--- src/hw/rtl/rfp_pkg.sv ---
// ----------------------------------------------------------------------------
// rfp_pkg
// shared types and constants of the rangefinder frame parser
// ----------------------------------------------------------------------------
package rfp_pkg;

    // frame layout, byte positions
    localparam logic [3:0] POS_HDR0     = 4'd0;
    localparam logic [3:0] POS_HDR1     = 4'd1;
    localparam logic [3:0] POS_ID       = 4'd3;
    localparam logic [3:0] POS_TIME0    = 4'd4;
    localparam logic [3:0] POS_TIME3    = 4'd7;
    localparam logic [3:0] POS_DIST0    = 4'd8;
    localparam logic [3:0] POS_DIST2    = 4'd10;
    localparam logic [3:0] POS_STATUS   = 4'd11;
    localparam logic [3:0] POS_STRENGTH0 = 4'd12;
    localparam logic [3:0] POS_STRENGTH1 = 4'd13;
    localparam logic [3:0] POS_CHECKSUM = 4'd15;

    localparam logic [7:0] HDR0_BYTE = 8'h57;
    localparam logic [7:0] HDR1_BYTE = 8'h00;

    // configuration register indexes
    localparam int unsigned CFG_INDEX_W = 8;
    localparam logic [CFG_INDEX_W-1:0] REG_MIN_DISTANCE = 8'd0;
    localparam logic [CFG_INDEX_W-1:0] REG_MAX_DISTANCE = 8'd1;

    localparam logic [15:0] MIN_DISTANCE_RESET = 16'd20;
    localparam logic [15:0] MAX_DISTANCE_RESET = 16'd5000;

    typedef struct packed {
        logic [7:0]  rx_byte;
        logic [15:0] tilt_cosine;
    } in_beat_t;

    typedef struct packed {
        logic        reading_valid;
        logic [23:0] distance_mm;
        logic [15:0] height_mm;
        logic [7:0]  sensor_id;
        logic [31:0] sensor_time;
        logic [7:0]  range_status;
        logic [15:0] signal_strength;
    } out_beat_t;

    // fields of a frame with a good checksum
    typedef struct packed {
        logic [7:0]  sensor_id;
        logic [31:0] sensor_time;
        logic [23:0] distance_mm;
        logic [7:0]  range_status;
        logic [15:0] signal_strength;
        logic [15:0] tilt_cosine;
    } frame_t;

    typedef struct packed {
        logic [15:0] min_distance_mm;
        logic [15:0] max_distance_mm;
    } limits_t;

endpackage

--- src/hw/rtl/rfp_cfg_regs.sv ---
// ----------------------------------------------------------------------------
// rfp_cfg_regs
// distance limit registers behind the configuration write channel
// ----------------------------------------------------------------------------
module rfp_cfg_regs (
    input  logic                              aclk,
    input  logic                              aresetn,
    input  logic                              cfg_valid,
    input  logic [rfp_pkg::CFG_INDEX_W-1:0]   cfg_index,
    input  logic [15:0]                       cfg_data,
    output rfp_pkg::limits_t                  limits
);

    logic [15:0] min_reg, min_next;
    logic [15:0] max_reg, max_next;

    always_comb begin
        min_next = min_reg;
        max_next = max_reg;
        if (cfg_valid) begin
            unique case (cfg_index)
                rfp_pkg::REG_MIN_DISTANCE: min_next = cfg_data;
                rfp_pkg::REG_MAX_DISTANCE: max_next = cfg_data;
                default: ;
            endcase
        end
    end

    always_ff @(posedge aclk) begin
        if (!aresetn) begin
            min_reg <= rfp_pkg::MIN_DISTANCE_RESET;
            max_reg <= rfp_pkg::MAX_DISTANCE_RESET;
        end else begin
            min_reg <= min_next;
            max_reg <= max_next;
        end
    end

    assign limits.min_distance_mm = min_reg;
    assign limits.max_distance_mm = max_reg;

endmodule

--- src/hw/rtl/rfp_frame_assembler.sv ---
// ----------------------------------------------------------------------------
// rfp_frame_assembler
// byte position tracking, running checksum and field capture
// ----------------------------------------------------------------------------
module rfp_frame_assembler (
    input  logic              aclk,
    input  logic              aresetn,
    input  logic              beat_accept,
    input  rfp_pkg::in_beat_t beat,
    output logic              frame_good,
    output rfp_pkg::frame_t   frame
);

    logic [3:0]  pos_reg, pos_next;
    logic [7:0]  sum_reg, sum_next;
    logic [7:0]  id_reg, id_next;
    logic [31:0] time_reg, time_next;
    logic [23:0] dist_reg, dist_next;
    logic [7:0]  status_reg, status_next;
    logic [15:0] strength_reg, strength_next;
    logic [7:0]  sum_base;
    logic [7:0]  hdr_want;

    always_comb begin
        sum_base      = (pos_reg == rfp_pkg::POS_HDR0) ? 8'd0 : sum_reg;
        hdr_want      = (pos_reg == rfp_pkg::POS_HDR0) ? rfp_pkg::HDR0_BYTE
                                                       : rfp_pkg::HDR1_BYTE;
        pos_next      = pos_reg + 4'd1;
        sum_next      = sum_base + beat.rx_byte;
        id_next       = id_reg;
        time_next     = time_reg;
        dist_next     = dist_reg;
        status_next   = status_reg;
        strength_next = strength_reg;

        case (pos_reg) inside
            rfp_pkg::POS_HDR0, rfp_pkg::POS_HDR1: begin
                // mismatch restarts the search, byte is not retried as header
                if (beat.rx_byte != hdr_want) begin
                    pos_next = rfp_pkg::POS_HDR0;
                    sum_next = sum_base;
                end
            end
            rfp_pkg::POS_ID: id_next = beat.rx_byte;
            [rfp_pkg::POS_TIME0:rfp_pkg::POS_TIME3]:
                time_next[{pos_reg[1:0], 3'b000} +: 8] = beat.rx_byte;
            [rfp_pkg::POS_DIST0:rfp_pkg::POS_DIST2]:
                dist_next[{pos_reg[1:0], 3'b000} +: 8] = beat.rx_byte;
            rfp_pkg::POS_STATUS: status_next = beat.rx_byte;
            rfp_pkg::POS_STRENGTH0, rfp_pkg::POS_STRENGTH1:
                strength_next[{pos_reg[0], 3'b000} +: 8] = beat.rx_byte;
            rfp_pkg::POS_CHECKSUM: begin
                pos_next = rfp_pkg::POS_HDR0;
                sum_next = sum_reg;
            end
            default: ;
        endcase
    end

    always_ff @(posedge aclk) begin
        if (!aresetn) begin
            pos_reg      <= 4'd0;
            sum_reg      <= 8'd0;
            id_reg       <= 8'd0;
            time_reg     <= 32'd0;
            dist_reg     <= 24'd0;
            status_reg   <= 8'd0;
            strength_reg <= 16'd0;
        end else if (beat_accept) begin
            pos_reg      <= pos_next;
            sum_reg      <= sum_next;
            id_reg       <= id_next;
            time_reg     <= time_next;
            dist_reg     <= dist_next;
            status_reg   <= status_next;
            strength_reg <= strength_next;
        end
    end

    assign frame_good = beat_accept && (pos_reg == rfp_pkg::POS_CHECKSUM)
                        && (sum_reg == beat.rx_byte);

    assign frame.sensor_id       = id_reg;
    assign frame.sensor_time     = time_reg;
    assign frame.distance_mm     = dist_reg;
    assign frame.range_status    = status_reg;
    assign frame.signal_strength = strength_reg;
    assign frame.tilt_cosine     = beat.tilt_cosine;

endmodule

--- src/hw/rtl/rfp_reading_eval.sv ---
// ----------------------------------------------------------------------------
// rfp_reading_eval
// frame register, validity check, tilt scaling and result register
// ----------------------------------------------------------------------------
module rfp_reading_eval (
    input  logic               aclk,
    input  logic               aresetn,
    input  logic               frame_good,
    input  rfp_pkg::frame_t    frame,
    input  rfp_pkg::limits_t   limits,
    output logic               frame_ready,
    output logic               m_valid,
    input  logic               m_ready,
    output rfp_pkg::out_beat_t m_data
);

    logic               s1_valid_reg;
    rfp_pkg::frame_t    s1_frame_reg;
    logic               out_valid_reg;
    rfp_pkg::out_beat_t out_data_reg;
    rfp_pkg::out_beat_t result;
    logic               out_ready;
    logic               in_range;
    logic [24:0]        dist_ext;
    logic [24:0]        min_ext;
    logic [24:0]        max_ext;
    logic [31:0]        prod;
    logic [16:0]        height_raw;

    assign out_ready   = !out_valid_reg || m_ready;
    assign frame_ready = !s1_valid_reg || out_ready;

    always_ff @(posedge aclk) begin
        if (!aresetn) begin
            s1_valid_reg <= 1'b0;
        end else if (frame_ready) begin
            s1_valid_reg <= frame_good;
        end
    end

    always_ff @(posedge aclk) begin
        if (frame_ready && frame_good) begin
            s1_frame_reg <= frame;
        end
    end

    always_comb begin
        dist_ext = {s1_frame_reg.distance_mm[23], s1_frame_reg.distance_mm};
        min_ext  = {9'd0, limits.min_distance_mm};
        max_ext  = {9'd0, limits.max_distance_mm};
        in_range = ($signed(dist_ext) > $signed(min_ext))
                   && ($signed(dist_ext) < $signed(max_ext));
        // a valid distance is below the upper limit, so 16 bits carry it
        prod       = {16'd0, s1_frame_reg.distance_mm[15:0]}
                     * {16'd0, s1_frame_reg.tilt_cosine};
        height_raw = prod[31:15];

        result.reading_valid   = in_range && (s1_frame_reg.signal_strength != 16'd0);
        result.distance_mm     = s1_frame_reg.distance_mm;
        result.sensor_id       = s1_frame_reg.sensor_id;
        result.sensor_time     = s1_frame_reg.sensor_time;
        result.range_status    = s1_frame_reg.range_status;
        result.signal_strength = s1_frame_reg.signal_strength;
        if (!result.reading_valid) begin
            result.height_mm = 16'd0;
        end else if (height_raw[16]) begin
            result.height_mm = 16'hFFFF;
        end else begin
            result.height_mm = height_raw[15:0];
        end
    end

    always_ff @(posedge aclk) begin
        if (!aresetn) begin
            out_valid_reg <= 1'b0;
        end else if (out_ready) begin
            out_valid_reg <= s1_valid_reg;
        end
    end

    always_ff @(posedge aclk) begin
        if (out_ready && s1_valid_reg) begin
            out_data_reg <= result;
        end
    end

    assign m_valid = out_valid_reg;
    assign m_data  = out_data_reg;

endmodule

--- src/hw/rtl/rangefinder_frame_parser_unit.sv ---
// ----------------------------------------------------------------------------
// rangefinder_frame_parser_unit
// parses 16-byte rangefinder frames from a byte stream into readings
// ----------------------------------------------------------------------------
// throughput: one byte beat per cycle, sustained, stalls only on output backpressure
// path: after its checksum beat is accepted, a frame goes to the frame register,
//   then to the result register after the tilt multiply
// reset: synchronous active-low aresetn clears parser position, checksum and
//   held fields, loads the limits to 20 mm and 5000 mm, and empties both stages
// ----------------------------------------------------------------------------
module rangefinder_frame_parser_unit (
    input  logic                            aclk,
    input  logic                            aresetn,
    // byte stream in
    input  logic                            s_valid,
    output logic                            s_ready,
    input  rfp_pkg::in_beat_t               s_data,
    // readings out
    output logic                            m_valid,
    input  logic                            m_ready,
    output rfp_pkg::out_beat_t              m_data,
    // configuration writes
    input  logic                            cfg_valid,
    output logic                            cfg_ready,
    input  logic [rfp_pkg::CFG_INDEX_W-1:0] cfg_index,
    input  logic [15:0]                     cfg_data
);

    logic             beat_accept;
    logic             frame_good;
    logic             frame_ready;
    rfp_pkg::frame_t  frame;
    rfp_pkg::limits_t limits;

    // register writes never stall
    assign cfg_ready = 1'b1;

    // a byte beat is taken whenever the frame register can take a frame,
    // so a checksum beat never gets lost behind a full pipeline
    assign s_ready     = frame_ready;
    assign beat_accept = s_valid && s_ready;

    // distance limits
    rfp_cfg_regs u_cfg_regs (
        .aclk      (aclk),
        .aresetn   (aresetn),
        .cfg_valid (cfg_valid),
        .cfg_index (cfg_index),
        .cfg_data  (cfg_data),
        .limits    (limits)
    );

    // header search, running sum and field capture
    rfp_frame_assembler u_assembler (
        .aclk        (aclk),
        .aresetn     (aresetn),
        .beat_accept (beat_accept),
        .beat        (s_data),
        .frame_good  (frame_good),
        .frame       (frame)
    );

    // validity, tilt-compensated height and output register
    rfp_reading_eval u_eval (
        .aclk        (aclk),
        .aresetn     (aresetn),
        .frame_good  (frame_good),
        .frame       (frame),
        .limits      (limits),
        .frame_ready (frame_ready),
        .m_valid     (m_valid),
        .m_ready     (m_ready),
        .m_data      (m_data)
    );

endmodule

--- config.mk ---
export PLATFORM = sky130hd
export DESIGN_NAME = rangefinder_frame_parser_unit
export DESIGN_NICKNAME = d
export VERILOG_FILES = /design/src/hw/rtl/rfp_pkg.sv /design/src/hw/rtl/rfp_cfg_regs.sv /design/src/hw/rtl/rfp_frame_assembler.sv /design/src/hw/rtl/rfp_reading_eval.sv /design/src/hw/rtl/rangefinder_frame_parser_unit.sv
export SDC_FILE = /design/constraint.sdc
export NUM_CORES = 1
export LEC_CHECK = 0
export ABC_AREA = 1
export BUFFER_PORTS_ARGS = -buffer_cell sky130_fd_sc_hd__buf_2
export CAP_MARGIN = 10
export CORE_MARGIN = 1.5
export CORE_UTILIZATION = 57
export CTS_BUF_LIST = sky130_fd_sc_hd__clkbuf_8
export DETAILED_ROUTE_END_ITERATION = 6
export PLACE_DENSITY = 0.78
export SKIP_CTS_REPAIR_TIMING = 1
export SLEW_MARGIN = 20
export SYNTH_ARGS = -nofsm -noshare
export SYNTH_HDL_FRONTEND = slang
export SYNTH_SLANG_ARGS = --single-unit
--- constraint.sdc ---
create_clock -name aclk -period 6.9 [get_ports aclk]
set_clock_uncertainty 0.15 [all_clocks]
set_input_delay 0.69 -clock aclk [delete_from_list [all_inputs] [get_ports aclk]]
set_output_delay 0.69 -clock aclk [all_outputs]
set_load 0.05 [all_outputs]
==> impl_metrics.ini, run 1 <==
[run_status]
run_status = finished clean

[route]
vias_per_cell = 5.32
drt-initial-drc-count = 1230
routedWlPerCell_um = 17.7
drtPass1Iterations = 6
vias = 16569
drc = 0
wirelength_um = 55300
ant_nets = 0

[synthesis]
yosysUniqueCellTypes = 39
synth-edff-count = 209
synth_area_leader_cell = edfxtp_1
synthMuxAreaShare_pct = 0
yosys_warnings = 0
synth-async-reset-ratio_pct = 0
synth_most_common_cell = nand2_1
synth_area_leaders = edfxtp_1 (28%), fa_1 (18%), dfxtp_1 (12%)
ys_top_cells_by_count = nand2_1 (561), inv_1 (499), edfxtp_1 (209)
synthAdderAreaFrac_pct = 25.8
yosys.area_share.simple_pct = 15.0
ys_seq_area_share_pct = 40.6
ys_ff_latch = 343
synth_compound_area_share_pct = 7.19
syn-num-nets = 2811
syn_area_per_cell_um2 = 9.12
synth_top_cell_area_share_pct = 28.4
synth_xor_area_share_pct = 0.794
synth_area_um2 = 22100
netlist_instances = 2419
synth_top_family_by_area = adder cells
synth_flop_cell = edfxtp_1

[clocking]
clk_pin_slew_ns = 0.06
cts_buffer_depth = 3
h-tree-depth = 2
cts_root_buf = clkbuf_8
cts_tree = yes
cts_buffers = 54
clock_latency_ns = 0.67
clock_sinks = 343

[layout]
largest_reg_flops = 105
drive_above_1_share_pct = 11.3
fill_cells = 3084
seq_area_um2 = 8960
fin_nets = 2950
n_antenna_cell = 0
area_growth_pct = 10.8
multiInputGateArea_um2 = 10800

[power_and_ir_drop]
irDropWorstVdd_mv = 0.157
cellPowerDensity_nw_per_um2 = 169
total_power_mw = 4.13
leakage_nw = 11.7

[floorplan]
start_util_pct = 58.3
die_y_um = 200
rows = 71
core_area_um2 = 37800
boundaryPins = 161
dieArea_um2 = 39900
die_w_um = 200

[timing]
fin_tns_setup_ns = 0
rsz0062_at_grt = no
fin_ws_ns = 0.280
worst_pin_slew_ns = 1.03
final_min_period_over_clock_period_pct = 95.9
finalSetupViolCount = 0
slew_violations = 0
hold_violations = 0
fmax_ghz = 0.151
max_slew_margin_pct = 31.3
post-route-min-period_ns = 6.62

[global_route]
antenna_found_initial = 0
grt_usage_pct = 29.1
grt_pass1_vias = 17485
grt_pass1_wl_um = 88800
gr-total-overflow = 0
grt_max_degree = 74

[place]
pre_cts_slack_ns = 0.384
place.gp.congestion = 0.949
portBuffers = 159
detailed_place_hpwl_um = 40900

[critical_path]
worst-setup-path-type = register to register
end_kind = register
path_buf_inv = 4
critPathSlowestCell = edfxtp_1
crit_top_cell = fa_1
critPathMaxStageDelay_ns = 0.90
path_cells = nand2_1, fa_1, inv_1, fa_1, fa_1, fa_1, fa_1, inv_1, fa_1, inv_1, ha_1, a21oi_1, o21ai_0, a21oi_1, nor2_1, nor2_1, nand3b_2, nand2_4, nand2_1, nand2_1, inv_1
cp.arrival_ns = 6.87
crit_fanout = 19
crit_required_ns = 7.15
critPathTopFamily = adder cells
worst_setup_path_start_kind = register

[flow_run]
max_cap_violations = 0

[worst_hold_path]
hold_class = input port to register
-- routing by layer --
metal	up-vias	GRT usage (%)	part of all wire [%]
met2	656	49.4	49
met1	7959	35.9	39
li1	7784	-	-
met5	-	0	0
met3	170	5.81	7.9
met4	0	13.6	4.3
-- cell families (layout without fill, tap and decap cells) --
kind of cell               count (synthesis)  in the layout
adders and majority gates                339            339
AOI/OAI and AO/OA                        301            301
DFF                                      343            343
and+or+nand+nor                          805            805
other                                      1              1
xor gates and xnor gates                  20             20
buffers and inverters                    610            795
-- final timing paths --
path                           start                     end  slack (ns)  cells past startpoint
hold / removal             s_data[0]  u_eval.s1_frame_reg[0]        0.05                      1
hold reg to reg    u_eval.result[41]       u_eval.m_data[41]        0.26                      0
setup / recovery  u_eval.dist_ext[6]       u_eval.m_data[65]        0.28                     21
setup reg to reg  u_eval.dist_ext[6]       u_eval.m_data[65]        0.28                     21
-- cell usage in the layout (no fill, tap or decap), types with 14 or more instances in the layout --
cell type,netlist,routed
o21ai_0,89,89
fa_1,194,194
ha_1,145,145
inv_1,499,520
nor2_1,124,123
buf_2,11,159
xnor2_1,14,14
nand2_1,561,561
edfxtp_1,209,209
a21oi_1,173,172
clkbuf_8,0,59
buf_4,3,24
dfxtp_1,134,134
nand2_2,16,16
nand3_1,48,48
-- report_power, final --
| part | switching (mW) | leakage, nW | internal [mW] |
|---|---|---|---|
| Sequential | 0.00781 | 2.97 | 2.16 |
| Clock | 0.838 | 0.661 | 0.984 |
| Combinational | 0.102 | 8.10 | 0.0409 |
| Total | 0.948 | 11.7 | 3.18 |
-- metrics by stage --
step / instance area (um2) / cells / util (%) / hold slack, ns
global placement: 23300 / 3013 / 61.6 / 0.253
detailed placement: 23300 / 3013 / 61.6 / 0.255
finish: 24400 / 3115 / 64.6 / 0.0472
CTS: 24400 / 3115 / 64.6 / 0.00380
floorplan: 22100 / 2419 / - / 0.250
global route: 24400 / 3115 / 64.6 / 0.0296
-- area by class of cell --
cell class                 instances  area share [%]
multi-input combinational       1466            44.2
sequential                       343            36.7
inverter                         509            7.82
timing repair buffer             184            4.08
clock buffer                      59            3.32
tap                              511            2.62
clock inverter                    43            1.34
Power figures use the tool's default switching activity.
==> inputs of run 2 (changes only) <==
CTS_CLUSTER_DIAMETER = 150   (was not set)
PLACE_DENSITY = not set   (was 0.78)
PLACE_DENSITY_LB_ADDON = 0.08   (was not set)
==> impl_metrics.ini, run 2 (same netlist as run 1, synthesis figures left out) <==
[timing]
timing.hold.ws_ns = 0.0640
fin_ws_ns = 0.419
hold_violations = 0
max_slew_margin_pct = 31.1
slew_violations = 0
fmax_ghz = 0.154
finalSetupViolCount = 0
fin_tns_setup_ns = 0
final_min_period_over_clock_period_pct = 93.9
rsz0062_at_grt = no
post-route-min-period_ns = 6.48
worst_pin_slew_ns = 1.03

[clocking]
cts_root_buf = clkbuf_8
clk_pin_slew_ns = 0.09
cts_tree = yes
h-tree-depth = 2
cts_buffers = 55
cts_buffer_depth = 3
clock_latency_ns = 0.64
clock_sinks = 343

[floorplan]
core_area_um2 = 37800
start_util_pct = 58.3
die_y_um = 200
boundaryPins = 161
rows = 71
dieArea_um2 = 39900
die_w_um = 200

[global_route]
use_met3_pct = 4.75
gr-total-overflow = 0
grt.met1_usage_pct = 35.4
grt_max_degree = 74
use_met2_pct = 49.5
grt_pass1_wl_um = 86900
antenna_found_initial = 5
grt_usage_pct = 28.4
grt_pass1_vias = 16797
busiest_layer = met2

[place]
detailed_place_hpwl_um = 41100
portBuffers = 159
place.gp.congestion = 0.959
pre_cts_slack_ns = 0.464

[run_status]
run_status = finished clean

[route]
vias = 16170
drc = 0
drtPass1Iterations = 5
vias_per_cell = 5.19
ant_nets = 0
routedWlPerCell_um = 17.3
wirelength_um = 54000
drt-initial-drc-count = 1006

[layout]
area_growth_pct = 10.8
fin_nets = 2949
drive_above_1_share_pct = 11.4
final_common_cell = nand2_1
fill_cells = 3269
largest_reg_flops = 105
final_cell_mix = nand2_1 (561), inv_1 (512), edfxtp_1 (209)

[critical_path]
crit_top_cell = fa_1
path_buf_inv = 5
path_cells = nand2_1, fa_1, inv_1, fa_1, fa_1, fa_1, fa_1, inv_1, fa_1, inv_1, ha_1, nand2_1, nor2_1, inv_1, nor3_2, nand2_4, nand2_2, nand2_2, nand2_4, nand2_1, nand2_1, inv_1
end_kind = register
crit_required_ns = 7.14
worst_setup_path_start_kind = register
crit_fanout = 19
rrSetupSlack_ns = 0.42
critPathTopFamily = adder cells
critPathSlowestCell = edfxtp_1
cp.arrival_ns = 6.72
worst-setup-path-type = register to register
critPathMaxStageDelay_ns = 0.90

[worst_hold_path]
hold_class = input port to register

[power_and_ir_drop]
p_int_mw = 3.18
power_frac_clock_pct = 44.2
cellPowerDensity_nw_per_um2 = 169
comb_power_share_pct = 3.4
pwr-share-seq_pct = 52.4
irDropWorstVdd_mv = 0.181
switching_power_uw = 944
p_sw_share_pct = 22.9
leakage_nw = 11.7

[flow_run]
max_cap_violations = 0
run 2: final timing paths:
kind / end / cells past startpoint / startpoint
min: u_eval.s1_frame_reg[4] / 1 / s_data[4]
max reg2reg: u_eval.m_data[65] / 22 / u_eval.dist_ext[7]
min reg2reg: u_eval.m_data[18] / 0 / u_eval.result[18]
max: u_eval.m_data[65] / 22 / u_eval.dist_ext[7]
run 2: through the flow:
| stage | instance area (um2) | power, mW | utilization [%] | cells |
|---|---|---|---|---|
| after floorplan | 22100 | 2.29 | - | 2419 |
| after global placement | 23300 | 2.34 | 61.5 | 3011 |
| after detailed placement | 23300 | 2.35 | 61.5 | 3011 |
| after CTS | 24400 | 4.17 | 64.5 | 3115 |
| after global routing | 24400 | 4.27 | 64.5 | 3115 |
| final | 24400 | 4.13 | 64.6 | 3118 |
run 2: routing by layer:
metal	share of wire (%)	routed length (um)	vias to the layer above
met5	0.041	22	-
met4	3.5	1920	4
met3	5.4	2900	122
met2	50	27000	439
met1	41	22200	7810
li1	-	-	7795
run 2: area by class of cell:
cell class	count	area [um2]	share of cell area, %
antenna	3	7.51	0.0307
multi-input combinational	1466	10800	44.2
tap	511	639	2.62
clock inverter	45	343	1.40
inverter	509	1910	7.82
clock buffer	59	812	3.32
sequential	343	8960	36.7
timing repair buffer	182	968	3.96
run 2: power by group through the flow:
| stage | combinational (mW) | sequential [mW] | clock, mW |
|---|---|---|---|
| 6_report | 0.141 | 2.16 | 1.82 |
| 3_3_place_gp | 0.138 | 2.21 | 0 |
| 2_1_floorplan | 0.0900 | 2.20 | 0 |
| 3_5_place_dp | 0.139 | 2.21 | 0 |
| 4_1_cts | 0.140 | 2.16 | 1.86 |
| 5_1_grt | 0.156 | 2.16 | 1.95 |
==> inputs of run 3 (changes only) <==
RECOVER_POWER = 50   (was not set)
==> impl_metrics.ini, run 3 (same netlist as run 1, synthesis figures left out) <==
[critical_path]
endpoint = u_eval.m_data[65]
worstReg2RegEnd = u_eval.m_data[65]
startpoint = u_eval.dist_ext[7]
crit_fanout = 19
worst-setup-path-type = register to register
crit_required_ns = 7.14
end_kind = register
rrSetupSlack_ns = 0.43
rr_worst_depth = 22
regToRegStartpoint = u_eval.dist_ext[7]
worst_setup_path_start_kind = register
cp.arrival_ns = 6.71

[clocking]
cts_buffers = 55
cts_tree = yes
clock_sinks = 343
cts_root_buf = clkbuf_8
h-tree-depth = 2
cts_buffer_depth = 3
clock_latency_ns = 0.64
clk_pin_slew_ns = 0.09

[layout]
final_cell_mix = nand2_1 (561), inv_1 (513), edfxtp_1 (209)
final_common_cell = nand2_1
fin_nets = 2949
utilization_pct = 64.2
area_growth_pct = 10.2
largest_reg_flops = 105
drive_above_1_share_pct = 7.99

[power_and_ir_drop]
p_sw_share_pct = 22.8
pwr-share-seq_pct = 52.4
power_frac_clock_pct = 44.2
comb_power_share_pct = 3.4
switching_power_uw = 942
irDropWorstVdd_mv = 0.179
cellPowerDensity_nw_per_um2 = 170
leakage_nw = 11.5
p_int_mw = 3.18

[worst_hold_path]
holdPathStages = 1
hp-start = s_data[4]
hold_class = input port to register

[route]
drtPass1Iterations = 6
drt-initial-drc-count = 1064
routedWlPerCell_um = 17.3
ant_nets = 0
wirelength_um = 54000
vias = 16180
drc = 0
vias_per_cell = 5.19

[floorplan]
die_y_um = 200
rows = 71
start_util_pct = 58.3
die_w_um = 200
dieArea_um2 = 39900
boundaryPins = 161
core_area_um2 = 37800

[timing]
max_slew_margin_pct = -47.0
slew_violations = 104
post-route-min-period_ns = 6.47
hold_violations = 0
fmax_ghz = 0.155
rsz0062_at_grt = no
fin_tns_setup_ns = 0
final_min_period_over_clock_period_pct = 93.7
worst_pin_slew_ns = 2.21
finalSetupViolCount = 0

[global_route]
gr-total-overflow = 0
grt_usage_pct = 28.4
antenna_found_initial = 5
grt_pass1_wl_um = 86900
grt_pass1_vias = 16797
grt_max_degree = 74

[place]
portBuffers = 159
detailed_place_hpwl_um = 41100
place.gp.congestion = 0.959

[run_status]
violations = capacitance limit, slew limit
run_status = finished with violations

[flow_run]
max_cap_violations = 2
run 3: changes by cell type in the layout (fill, tap and decap cells not counted), sizes merged:
| cell | previous run | this run |
|---|---|---|
| clkbuf | 59 | 146 |
| buf | 182 | 95 |
run 3: power groups by stage:
| stage | Sequential (mW) | Combinational, mW | Clock (mW) |
|---|---|---|---|
| 6_report | 2.16 | 0.141 | 1.82 |
| 5_1_grt | 2.16 | 0.156 | 1.95 |
| 4_1_cts | 2.16 | 0.140 | 1.86 |
| 3_5_place_dp | 2.21 | 0.139 | 0 |
| 3_3_place_gp | 2.21 | 0.138 | 0 |
| 2_1_floorplan | 2.20 | 0.0900 | 0 |
run 3: cell type report:
class / count / area [um2]
Timing Repair Buffer: 182 / 847
Clock buffer: 59 / 812
Multi-Input combinational cell: 1466 / 10800
Tap cell: 511 / 639
Sequential cell: 343 / 8960
Antenna cell: 3 / 7.51
Inverter: 509 / 1910
Fill cell: 3303 / 13500
Clock inverter: 45 / 343
run 3: worst min path at each step:
stage	to	slack [ns]
6_report	u_eval.s1_frame_reg[4]	0.07
5_1_grt	u_eval.s1_frame_reg[4]	0.03
4_1_cts	u_eval.s1_frame_reg[4]	0.03
3_5_place_dp	u_eval.m_data[52]	0.25
3_3_place_gp	u_eval.m_data[57]	0.25
2_1_floorplan	u_eval.m_data[16]	0.25
run 3: metrics by stage:
stage	area (um2)	hold slack (ns)	total power, mW	std cells	setup slack, ns
floorplan	22100	0.250	2.29	2419	0.379
global placement	23300	0.254	2.34	3011	0.522
detailed placement	23300	0.255	2.35	3011	0.464
CTS	24400	0.0306	4.17	3115	0.448
global route	24300	0.0342	4.27	3115	0.0743
finish	24300	0.0682	4.13	3118	0.433
run 3: per-layer routing:
metal / wire length [um] / vias to the layer above / global-route usage [%]
met5: 22 / - / 0
met4: 1880 / 4 / 11.3
met3: 2720 / 121 / 4.75
met2: 27000 / 447 / 49.5
met1: 22400 / 7811 / 35.4
li1: - / 7797 / -
run 3: worst max-delay path, cell delays in order (launching register included):
cell,delay (ns)
edfxtp_1,0.89
nand2_1,0.18
fa_1,0.59
inv_1,0.05
fa_1,0.47
fa_1,0.53
fa_1,0.52
fa_1,0.55
inv_1,0.06
fa_1,0.53
inv_1,0.04
ha_1,0.36
nand2_1,0.12
nor2_1,0.22
inv_1,0.10
nor3_2,0.25
nand2_4,0.08
nand2_2,0.06
nand2_2,0.06
nand2_4,0.21
nand2_1,0.08
nand2_1,0.06
inv_1,0.04
